File: src/rtl/rac_pkg.sv
// Constants and types shared by the rational approximation block.
`timescale 1ns / 1ps
package rac_pkg;
	localparam int FRAC_BITS = 32;
	localparam int INT_BITS  = 16;
	localparam int DEN_BITS  = 24;
	localparam int MAX_TERMS = 48;

	localparam int VAL_W  = INT_BITS + FRAC_BITS;
	localparam int DIV_W  = (FRAC_BITS + 1 > DEN_BITS) ? FRAC_BITS + 1 : DEN_BITS;
	localparam int MUL_W  = DIV_W;
	localparam int P1_W   = DEN_BITS + MUL_W;
	localparam int CNT_W  = $clog2(DIV_W + 1);
	localparam int TERM_W = $clog2(MAX_TERMS + 1);

	localparam logic [DIV_W-1:0]    RECIP_LIMIT = DIV_W'(64'h7FFF_FFFF);
	localparam logic [DEN_BITS-1:0] LIM_RESET   = DEN_BITS'(1000);

	typedef enum logic [3:0] {
		S_IDLE,
		S_TERM_GO,
		S_TERM_WAIT,
		S_DIV_WAIT,
		S_K_GO,
		S_K_DIV_WAIT,
		S_K_MUL_GO,
		S_K_MUL_WAIT,
		S_FIN
	} state_t;

	typedef struct packed {
		logic mul_start;
		logic div_start;
		logic div_k_sel;
	} ctl_t;
endpackage

File: src/rtl/rational_approximation_cf.sv
// Top level of the continued fraction best rational approximation block.
// Usage:
// - The input channel (in_valid/in_ready, value) takes one signed Q16.32 number
//   per transfer; in_ready is high only while no item is being worked on.
// - The output channel (out_valid/out_ready) returns numerator, denominator and
//   error for each input, in order, from an output register.
// - cfg_we writes max_denominator from cfg_wdata; write it only while idle.
// - Each continued fraction term takes a shift-add multiply and a restoring
//   divide plus control steps; the final semiconvergent step adds a
//   restoring divide and a shift-add multiply. An item runs at most 48
//   terms; the bit-serial divider and multiplier set its running time.
// - The next item is taken while the previous result waits in the output
//   register; when the receiver stalls, a finished result holds in the
//   block until the output register frees.
// - Reset clears all control state and sets max_denominator to 1000.
`timescale 1ns / 1ps
module rational_approximation_cf import rac_pkg::*; (
	input  logic                    clk,
	input  logic                    arst_n,
	input  logic                    in_valid,
	output logic                    in_ready,
	input  logic signed [VAL_W-1:0] value,
	output logic                    out_valid,
	input  logic                    out_ready,
	output logic signed [VAL_W-1:0] numerator,
	output logic [DEN_BITS-1:0]     denominator,
	output logic                    error,
	input  logic                    cfg_we,
	input  logic [DEN_BITS-1:0]     cfg_wdata
);
	state_t state_q, state_d;
	ctl_t   ctl;

	logic [DEN_BITS-1:0] lim_q;
	logic                neg_q;
	logic [DIV_W-1:0]    q_q, r_q;
	logic [MUL_W-1:0]    ai_q;
	logic [VAL_W-1:0]    a_q, b_q;
	logic [DEN_BITS-1:0] c_q, d_q;
	logic [TERM_W-1:0]   terms_q;

	logic [VAL_W-1:0]    res_num_q;
	logic [DEN_BITS-1:0] res_den_q;
	logic                res_err_q;
	logic                out_valid_q;
	logic [VAL_W-1:0]    out_num_q;
	logic [DEN_BITS-1:0] out_den_q;
	logic                out_err_q;

	logic [VAL_W-1:0] raw, mag;
	logic [DIV_W-1:0] div_a, div_b, quot, rem;
	logic             div_done, mul_done;
	logic [VAL_W-1:0] p0;
	logic [P1_W-1:0]  p1;
	logic             term_fits, recip_break, semi_better;
	logic [VAL_W-1:0] pick_num;
	logic             out_free;

	assign raw = value;
	assign mag = value[VAL_W-1] ? (~raw + 1'b1) : raw;

	assign term_fits   = p1 <= P1_W'(lim_q);
	assign recip_break = (quot > RECIP_LIMIT) || ((quot == RECIP_LIMIT) && (rem != '0));
	// On a tie the semiconvergent wins.
	assign semi_better = !(c_q < p1[DEN_BITS-1:0]);
	assign pick_num    = semi_better ? p0 : a_q;
	assign out_free    = !out_valid_q || out_ready;

	assign div_a = ctl.div_k_sel ? DIV_W'(lim_q - d_q) : q_q;
	assign div_b = ctl.div_k_sel ? DIV_W'(c_q) : r_q;

	rac_div u_div (
		.clk      (clk),
		.arst_n   (arst_n),
		.start    (ctl.div_start),
		.dividend (div_a),
		.divisor  (div_b),
		.done     (div_done),
		.quot     (quot),
		.rem      (rem)
	);

	rac_mul u_mul (
		.clk    (clk),
		.arst_n (arst_n),
		.start  (ctl.mul_start),
		.mult   (ai_q),
		.x0     (a_q),
		.y0     (b_q),
		.x1     (c_q),
		.y1     (d_q),
		.done   (mul_done),
		.p0     (p0),
		.p1     (p1)
	);

	always_comb begin
		state_d = state_q;
		case (state_q)
			S_IDLE: begin
				if (in_valid) state_d = S_TERM_GO;
			end
			S_TERM_GO: state_d = S_TERM_WAIT;
			S_TERM_WAIT: begin
				if (mul_done) begin
					if (!term_fits || r_q == '0) state_d = S_K_GO;
					else state_d = S_DIV_WAIT;
				end
			end
			S_DIV_WAIT: begin
				if (div_done) begin
					if (recip_break || terms_q == TERM_W'(MAX_TERMS)) state_d = S_K_GO;
					else state_d = S_TERM_GO;
				end
			end
			S_K_GO: begin
				if (c_q == '0) state_d = S_FIN;
				else state_d = S_K_DIV_WAIT;
			end
			S_K_DIV_WAIT: begin
				if (div_done) state_d = S_K_MUL_GO;
			end
			S_K_MUL_GO: state_d = S_K_MUL_WAIT;
			S_K_MUL_WAIT: begin
				if (mul_done) state_d = S_FIN;
			end
			S_FIN: begin
				if (out_free) state_d = S_IDLE;
			end
			default: state_d = S_IDLE;
		endcase
	end

	always_comb begin
		ctl           = '0;
		ctl.mul_start = (state_q == S_TERM_GO) || (state_q == S_K_MUL_GO);
		ctl.div_start = ((state_q == S_TERM_WAIT) && mul_done && term_fits && (r_q != '0))
			|| ((state_q == S_K_GO) && (c_q != '0));
		ctl.div_k_sel = (state_q == S_K_GO);
	end

	assign in_ready = (state_q == S_IDLE);

	always_ff @(posedge clk or negedge arst_n) begin
		if (!arst_n) begin
			state_q <= S_IDLE;
			lim_q   <= LIM_RESET;
		end else begin
			state_q <= state_d;
			if (cfg_we) lim_q <= cfg_wdata;
		end
	end

	always_ff @(posedge clk) begin
		case (state_q)
			S_IDLE: begin
				if (in_valid) begin
					neg_q   <= value[VAL_W-1];
					ai_q    <= MUL_W'(mag[VAL_W-1:FRAC_BITS]);
					r_q     <= DIV_W'(mag[FRAC_BITS-1:0]);
					q_q     <= DIV_W'(1) << FRAC_BITS;
					a_q     <= VAL_W'(1);
					b_q     <= '0;
					c_q     <= '0;
					d_q     <= DEN_BITS'(1);
					terms_q <= '0;
				end
			end
			S_TERM_WAIT: begin
				if (mul_done && term_fits) begin
					a_q     <= p0;
					b_q     <= a_q;
					c_q     <= p1[DEN_BITS-1:0];
					d_q     <= c_q;
					terms_q <= terms_q + 1'b1;
				end
			end
			S_DIV_WAIT: begin
				if (div_done) begin
					q_q  <= r_q;
					r_q  <= rem;
					ai_q <= quot;
				end
			end
			S_K_GO: begin
				if (c_q == '0) begin
					res_num_q <= '0;
					res_den_q <= '0;
					res_err_q <= 1'b1;
				end
			end
			S_K_DIV_WAIT: begin
				if (div_done) ai_q <= quot;
			end
			S_K_MUL_WAIT: begin
				if (mul_done) begin
					res_num_q <= neg_q ? (~pick_num + 1'b1) : pick_num;
					res_den_q <= semi_better ? p1[DEN_BITS-1:0] : c_q;
					res_err_q <= 1'b0;
				end
			end
			default: begin
			end
		endcase
	end

	always_ff @(posedge clk or negedge arst_n) begin
		if (!arst_n) begin
			out_valid_q <= 1'b0;
		end else if (state_q == S_FIN && out_free) begin
			out_valid_q <= 1'b1;
		end else if (out_ready) begin
			out_valid_q <= 1'b0;
		end
	end

	always_ff @(posedge clk) begin
		if (state_q == S_FIN && out_free) begin
			out_num_q <= res_num_q;
			out_den_q <= res_den_q;
			out_err_q <= res_err_q;
		end
	end

	assign out_valid   = out_valid_q;
	assign numerator   = out_num_q;
	assign denominator = out_den_q;
	assign error       = out_err_q;
endmodule

File: src/rtl/rac_div.sv
// Restoring divider that develops one quotient bit per cycle.
`timescale 1ns / 1ps
module rac_div import rac_pkg::*; (
	input  logic             clk,
	input  logic             arst_n,
	input  logic             start,
	input  logic [DIV_W-1:0] dividend,
	input  logic [DIV_W-1:0] divisor,
	output logic             done,
	output logic [DIV_W-1:0] quot,
	output logic [DIV_W-1:0] rem
);
	logic             busy_q, done_q;
	logic [CNT_W-1:0] cnt_q;
	logic [DIV_W-1:0] num_q, rem_q, den_q;
	logic [DIV_W:0]   trial, diff;
	logic             fits;

	assign trial = {rem_q, num_q[DIV_W-1]};
	assign diff  = trial - {1'b0, den_q};
	// The top bit of the difference is the borrow.
	assign fits  = ~diff[DIV_W];

	always_ff @(posedge clk or negedge arst_n) begin
		if (!arst_n) begin
			busy_q <= 1'b0;
			done_q <= 1'b0;
			cnt_q  <= '0;
		end else if (start) begin
			busy_q <= 1'b1;
			done_q <= 1'b0;
			cnt_q  <= CNT_W'(DIV_W);
		end else if (busy_q) begin
			cnt_q <= cnt_q - 1'b1;
			if (cnt_q == CNT_W'(1)) begin
				busy_q <= 1'b0;
				done_q <= 1'b1;
			end
		end else begin
			done_q <= 1'b0;
		end
	end

	always_ff @(posedge clk) begin
		if (start) begin
			num_q <= dividend;
			rem_q <= '0;
			den_q <= divisor;
		end else if (busy_q) begin
			num_q <= {num_q[DIV_W-2:0], fits};
			rem_q <= fits ? diff[DIV_W-1:0] : trial[DIV_W-1:0];
		end
	end

	assign done = done_q;
	assign quot = num_q;
	assign rem  = rem_q;
endmodule

File: src/rtl/rac_mul.sv
// Shift-add multiplier that forms two products plus offsets, one multiplier bit per cycle.
`timescale 1ns / 1ps
module rac_mul import rac_pkg::*; (
	input  logic                clk,
	input  logic                arst_n,
	input  logic                start,
	input  logic [MUL_W-1:0]    mult,
	input  logic [VAL_W-1:0]    x0,
	input  logic [VAL_W-1:0]    y0,
	input  logic [DEN_BITS-1:0] x1,
	input  logic [DEN_BITS-1:0] y1,
	output logic                done,
	output logic [VAL_W-1:0]    p0,
	output logic [P1_W-1:0]     p1
);
	logic             busy_q, done_q;
	logic [CNT_W-1:0] cnt_q;
	logic [MUL_W-1:0] m_q;
	logic [VAL_W-1:0] s0_q, acc0_q;
	logic [P1_W-1:0]  s1_q, acc1_q;

	always_ff @(posedge clk or negedge arst_n) begin
		if (!arst_n) begin
			busy_q <= 1'b0;
			done_q <= 1'b0;
			cnt_q  <= '0;
		end else if (start) begin
			busy_q <= 1'b1;
			done_q <= 1'b0;
			cnt_q  <= CNT_W'(MUL_W);
		end else if (busy_q) begin
			cnt_q <= cnt_q - 1'b1;
			if (cnt_q == CNT_W'(1)) begin
				busy_q <= 1'b0;
				done_q <= 1'b1;
			end
		end else begin
			done_q <= 1'b0;
		end
	end

	// The first product wraps at the value width; the top level keeps it only when the second product fits the limit.
	always_ff @(posedge clk) begin
		if (start) begin
			m_q    <= mult;
			s0_q   <= x0;
			s1_q   <= P1_W'(x1);
			acc0_q <= y0;
			acc1_q <= P1_W'(y1);
		end else if (busy_q) begin
			if (m_q[0]) begin
				acc0_q <= acc0_q + s0_q;
				acc1_q <= acc1_q + s1_q;
			end
			s0_q <= {s0_q[VAL_W-2:0], 1'b0};
			s1_q <= {s1_q[P1_W-2:0], 1'b0};
			m_q  <= {1'b0, m_q[MUL_W-1:1]};
		end
	end

	assign done = done_q;
	assign p0   = acc0_q;
	assign p1   = acc1_q;
endmodule

File: config.mk
export PLATFORM = sky130hd
export DESIGN_NAME = rational_approximation_cf
export DESIGN_NICKNAME = d
export VERILOG_FILES = /design/src/rtl/rac_pkg.sv /design/src/rtl/rational_approximation_cf.sv /design/src/rtl/rac_div.sv /design/src/rtl/rac_mul.sv
export SDC_FILE = /design/constraint.sdc
export NUM_CORES = 2
export LEC_CHECK = 0
export BUFFER_PORTS_ARGS = -buffer_cell sky130_fd_sc_hd__buf_2
export CAP_MARGIN = 5
export CORE_ASPECT_RATIO = 0.6
export CORE_MARGIN = 2
export CORE_UTILIZATION = 30
export DETAILED_ROUTE_END_ITERATION = 6
export GPL_TIMING_DRIVEN = 0
export PLACE_DENSITY = 0.48
export SYNTH_ARGS = -nofsm -noshare
export SYNTH_HDL_FRONTEND = slang
export SYNTH_SLANG_ARGS = --single-unit
File: constraint.sdc
create_clock -name clk -period 50.5 [get_ports clk]
set_input_delay 0 -clock clk [delete_from_list [all_inputs] [get_ports clk]]
set_output_delay 0 -clock clk [all_outputs]
set_load 0.01 [all_outputs]
==> results.txt <==
----------------------------------------------------
[Clocking]
  Number of buffers created by CTS ... 83
  Library cell used as clock root buffer ... sky130_fd_sc_hd__clkbuf_16
  Clock sinks ... 783
  Number of gates given a new drive strength after cts ... 0
  Clock insertion delay at the later pin of the skew report ... 0.73 ns
  Hold-fix buffers at CTS ... 128
  H-Tree Depth ... 3
  Clock-pin slew of the registers on the worst-case setup and hold paths ... 0.07 ns
  Post-CTS setup buffers ... 0
  Number of buffers between clock root and the deepest sink ... 3
  Clock tree from TritonCTS ... built

[Synthesis]
  Post-synth top cells ... sky130_fd_sc_hd__nand2_1, sky130_fd_sc_hd__edfxtp_1, sky130_fd_sc_hd__nor2_1
  Post-synthesis instance total ... 4431
  Mux contribution to synthesized area ... 0.0295
  Number of enable-type register cells in the synthesized netlist ... 639
  Syn_nets ... 4727
  Ys async rst share ... 0.0575
  Top flip-flop cell by instance count after synthesis ... sky130_fd_sc_hd__edfxtp_1
  Ys Warns ... 0
  Largest cells by area after synthesis ... sky130_fd_sc_hd__edfxtp_1, sky130_fd_sc_hd__nand2_1, sky130_fd_sc_hd__ha_1, sky130_fd_sc_hd__dfxtp_1, sky130_fd_sc_hd__a21oi_1
  Dominant cell by count in the synthesized netlist ... sky130_fd_sc_hd__nand2_1
  Adder-cell share of the synthesized area ... 0.0633
  Cell type with the largest total area after synthesis ... sky130_fd_sc_hd__edfxtp_1
  Proportion of synthesized chip area in sequential cells ... 0.509
  Complex-gate fraction of the synthesized area ... 0.132
  Fraction of synthesized cell area in xor and xnor cells ... 0.0464
  Flop and latch count out of synthesis ... 783
  Synthesized cell area ... 43800 um^2
  Dominant combinational cell family by area after synthesis ... simple AND/OR/NAND/NOR gates
  Post-synthesis share of cell area spent on and, or, nand and nor gates ... 0.187
  Number of distinct library cell variants in the gate-level netlist after synthesis ... 93
  Share of the synthesized area in the top cell type ... 0.438
  Post-Syn Area per Cell ... 9.88 um^2

[Timing]
  Pins Over Slew Limit ... 0
  Setup repair after global routing missed its margin ... false
  Endpoints failing hold ... 0
  Final critical delay including setup and external delays ... 8.08 ns
  Final setup violation count ... 0
  Slew at the pin closest to its max-slew limit ... 1.45 ns
  Final TNS setup ... 0 ns
  Worst slew margin ... 0.0342
  Maximum clock frequency ... 0.124 GHz
  Part of the cycle the worst path needs ... 0.160
  Maximum clock skew at final layout ... 0.0389 ns

[Power and ir drop]
  Part of the power in combinational logic ... 0.502
  Pwr/cell area ... 72.7 nW/um^2
  VDD IR-drop max ... 40.6 uV
  Switching share of power ... 0.464
  Int Power ... 2.01 mW
  Power spent charging and discharging nets ... 1.74 mW
  Clock network fraction of design power ... 0.171
  Power share of the sequential group ... 0.328
  Leakage power ... 20.6 nW

[Floorplan]
  Core footprint ... 145000 um^2
  I/O pin cnt ... 152
  Initial core utilization ... 0.303
  Area of the die ... 149000 um^2
  Placement Rows ... 108
  Horizontal extent of the die ... 497 um
  DIE HEIGHT ... 300 um

[Layout]
  Total number of nets in the final design ... 5128
  Growth of design area from synthesis to finish ... 17.8%
  Area used by multi-input combinational logic ... 20200 um^2
  Layout filler cell count ... 14612
  Ratio of cells with drive above 1 in the final layout ... 0.0814
  Sequential cell area ... 22300 um^2
  Non-filler instance count after layout ... 6836

[Outcome]
  Run status ... completed

[Critical path]
  Largest fanout on the critical path ... 10
  Setup crit end kind ... flip-flop
  Startpoint-to-endpoint class of the critical path ... reg -> reg
  Arrival time at the worst endpoint ... 8.52 ns
  Worst setup SP type ... flip-flop
  Required time at the worst-slack endpoint ... 50.94 ns

[Detailed routing]
  First drt pass iteration count ... 7
  Count of vias placed by the detailed router ... 36140
  Routed WL ... 160000 um
  Antenna-violating nets left ... 0
  Detailed Route Iter0 Violations ... 4471
  Average wire per standard cell ... 23.4 um
  DRC ... 0
  DR vias/cell ... 5.29

[Global routing]
  Via count of the first global-routing pass ... 33624
  Pin count of the biggest net entering global routing ... 59
  Remaining global-route overflow ... 0
  Initial antenna violation count ... 9
  Global-route wire length before repair ... 232000 um
  All-Layer GR Usage ... 0.209

[Placement]
  Detailed-placement wirelength estimate ... 122000 um
  Cell Count Post-Placement ... 6544
  Final estimated routing congestion in global placement ... 0.945
  Number of port buffers ... 150

[Job]
  Max-cap violations ... 0

[Min path]
  Class of the tightest hold or removal check ... in -> reg

----------------------------------------------------
## cell families (layout without fill, tap and decap cells)
family | count (synthesis) | count (layout)
compound gates | 934 | 934
flops | 783 | 783
xor+xnor | 232 | 232
fa+ha+maj | 219 | 219
mux | 128 | 128
other cells | 0 | 8
simple gates | 1765 | 1765
buf+inv | 370 | 842
## sequential cells by signal (all words and copies together) (netlist names), 48 cells and up
| name | flops |
|---|---|
| u_mul.s0_q | 48 |
| u_mul.s1_q | 57 |
| b_q | 48 |
| u_mul.p1 | 57 |
| numerator | 48 |
| res_num_q | 48 |
| u_mul.p0 | 48 |
| a_q | 48 |
## cells in the final DEF (no fill, tap or decap), types with 47 or more instances in the layout
cell                            count
sky130_fd_sc_hd__nand2_1          794
sky130_fd_sc_hd__edfxtp_1         639
sky130_fd_sc_hd__nor2_1           330
sky130_fd_sc_hd__a21oi_1          285
sky130_fd_sc_hd__o21ai_0          242
sky130_fd_sc_hd__ha_1             215
sky130_fd_sc_hd__clkbuf_1         187
sky130_fd_sc_hd__and2_1           182
sky130_fd_sc_hd__buf_2            168
sky130_fd_sc_hd__inv_1            164
sky130_fd_sc_hd__dlygate4sd3_1    127
sky130_fd_sc_hd__mux2i_1          120
sky130_fd_sc_hd__xnor2_1          117
sky130_fd_sc_hd__xor2_1           115
sky130_fd_sc_hd__dfxtp_1           99
sky130_fd_sc_hd__a21o_1            89
sky130_fd_sc_hd__clkbuf_16         83
sky130_fd_sc_hd__nand3_1           75
sky130_fd_sc_hd__nor3_1            71
sky130_fd_sc_hd__nor4_1            66
sky130_fd_sc_hd__nand4_1           47
## path summary, 6_finish.rpt
kind	start	end	slack, ns	cells past startpoint
setup / recovery	u_mul.p1[23]	res_num_q[36]	42.42	20
hold / removal	value[47]	neg_q	0.12	2
setup reg to reg	u_mul.p1[23]	res_num_q[36]	42.42	20
hold reg to reg	res_den_q[12]	denominator[12]	0.42	0
max in group asynchronous	arst_n	lim_q[3]	49.72	4
min in group asynchronous	arst_n	lim_q[10]	0.52	4
## final cells by class
cell class	instances	area share
Antenna cell	8	0.000388
Buffer	202	0.0151
Clock buffer	97	0.0420
Clock inverter	59	0.0119
Inverter	168	0.0123
Multi-Input combinational cell	3278	0.391
Sequential cell	783	0.432
Tap cell	1925	0.0467
Timing Repair Buffer	316	0.0488
## worst max-delay path, cell delays in order, from the launching register on
cell and delay (ns):
sky130_fd_sc_hd__edfxtp_1 0.64, sky130_fd_sc_hd__inv_1 0.31, sky130_fd_sc_hd__ha_1 0.42, sky130_fd_sc_hd__nand4_1 0.12, sky130_fd_sc_hd__nor2_1 0.35, sky130_fd_sc_hd__nand3_1 0.22
sky130_fd_sc_hd__nor2_1 0.33, sky130_fd_sc_hd__o211ai_2 0.17, sky130_fd_sc_hd__nand2_2 0.33, sky130_fd_sc_hd__buf_2 0.40, sky130_fd_sc_hd__buf_2 0.35, sky130_fd_sc_hd__buf_1 0.76
sky130_fd_sc_hd__mux2i_1 0.60, sky130_fd_sc_hd__ha_1 0.31, sky130_fd_sc_hd__nand3b_1 0.10, sky130_fd_sc_hd__or3_1 0.39, sky130_fd_sc_hd__nor4_1 0.51, sky130_fd_sc_hd__a31oi_1 0.37
sky130_fd_sc_hd__o31a_1 0.43, sky130_fd_sc_hd__xor2_1 0.55, sky130_fd_sc_hd__nor2_1 0.09
## power by group through the flow
stage	Sequential [mW]	Combinational [mW]	Clock, mW
floorplan	1.15	1.23	0
global placement	1.27	1.77	0
detailed placement	1.23	1.81	0
CTS	1.22	1.84	0.653
global route	1.25	2.05	0.679
finish	1.23	1.88	0.640
## per-layer routing
metal / global-route usage / wire, um / part of all wire / vias up
met5: 0 / 0 / 0 / -
met3: 0.0758 / 18900 / 0.12 / 128
met4: 0.0293 / 1860 / 0.012 / 0
li1: - / - / - / 16720
met2: 0.255 / 56800 / 0.36 / 1566
met1: 0.341 / 82200 / 0.51 / 17726
## stage by stage
step	total power, mW	hold slack (ns)	utilization	area [um^2]	worst slack (ns)
after global placement	3.05	0.274	0.324	47000	24.00
after floorplan	2.38	-0.296	-	43800	33.37
after detailed placement	3.04	0.103	0.328	47500	42.74
final	3.75	0.123	0.357	51600	42.42
after CTS	3.71	0.0536	0.356	51600	42.67
after global routing	3.98	0.0728	0.356	51600	42.36
Note: power is estimated with default switching activity, not from simulation.
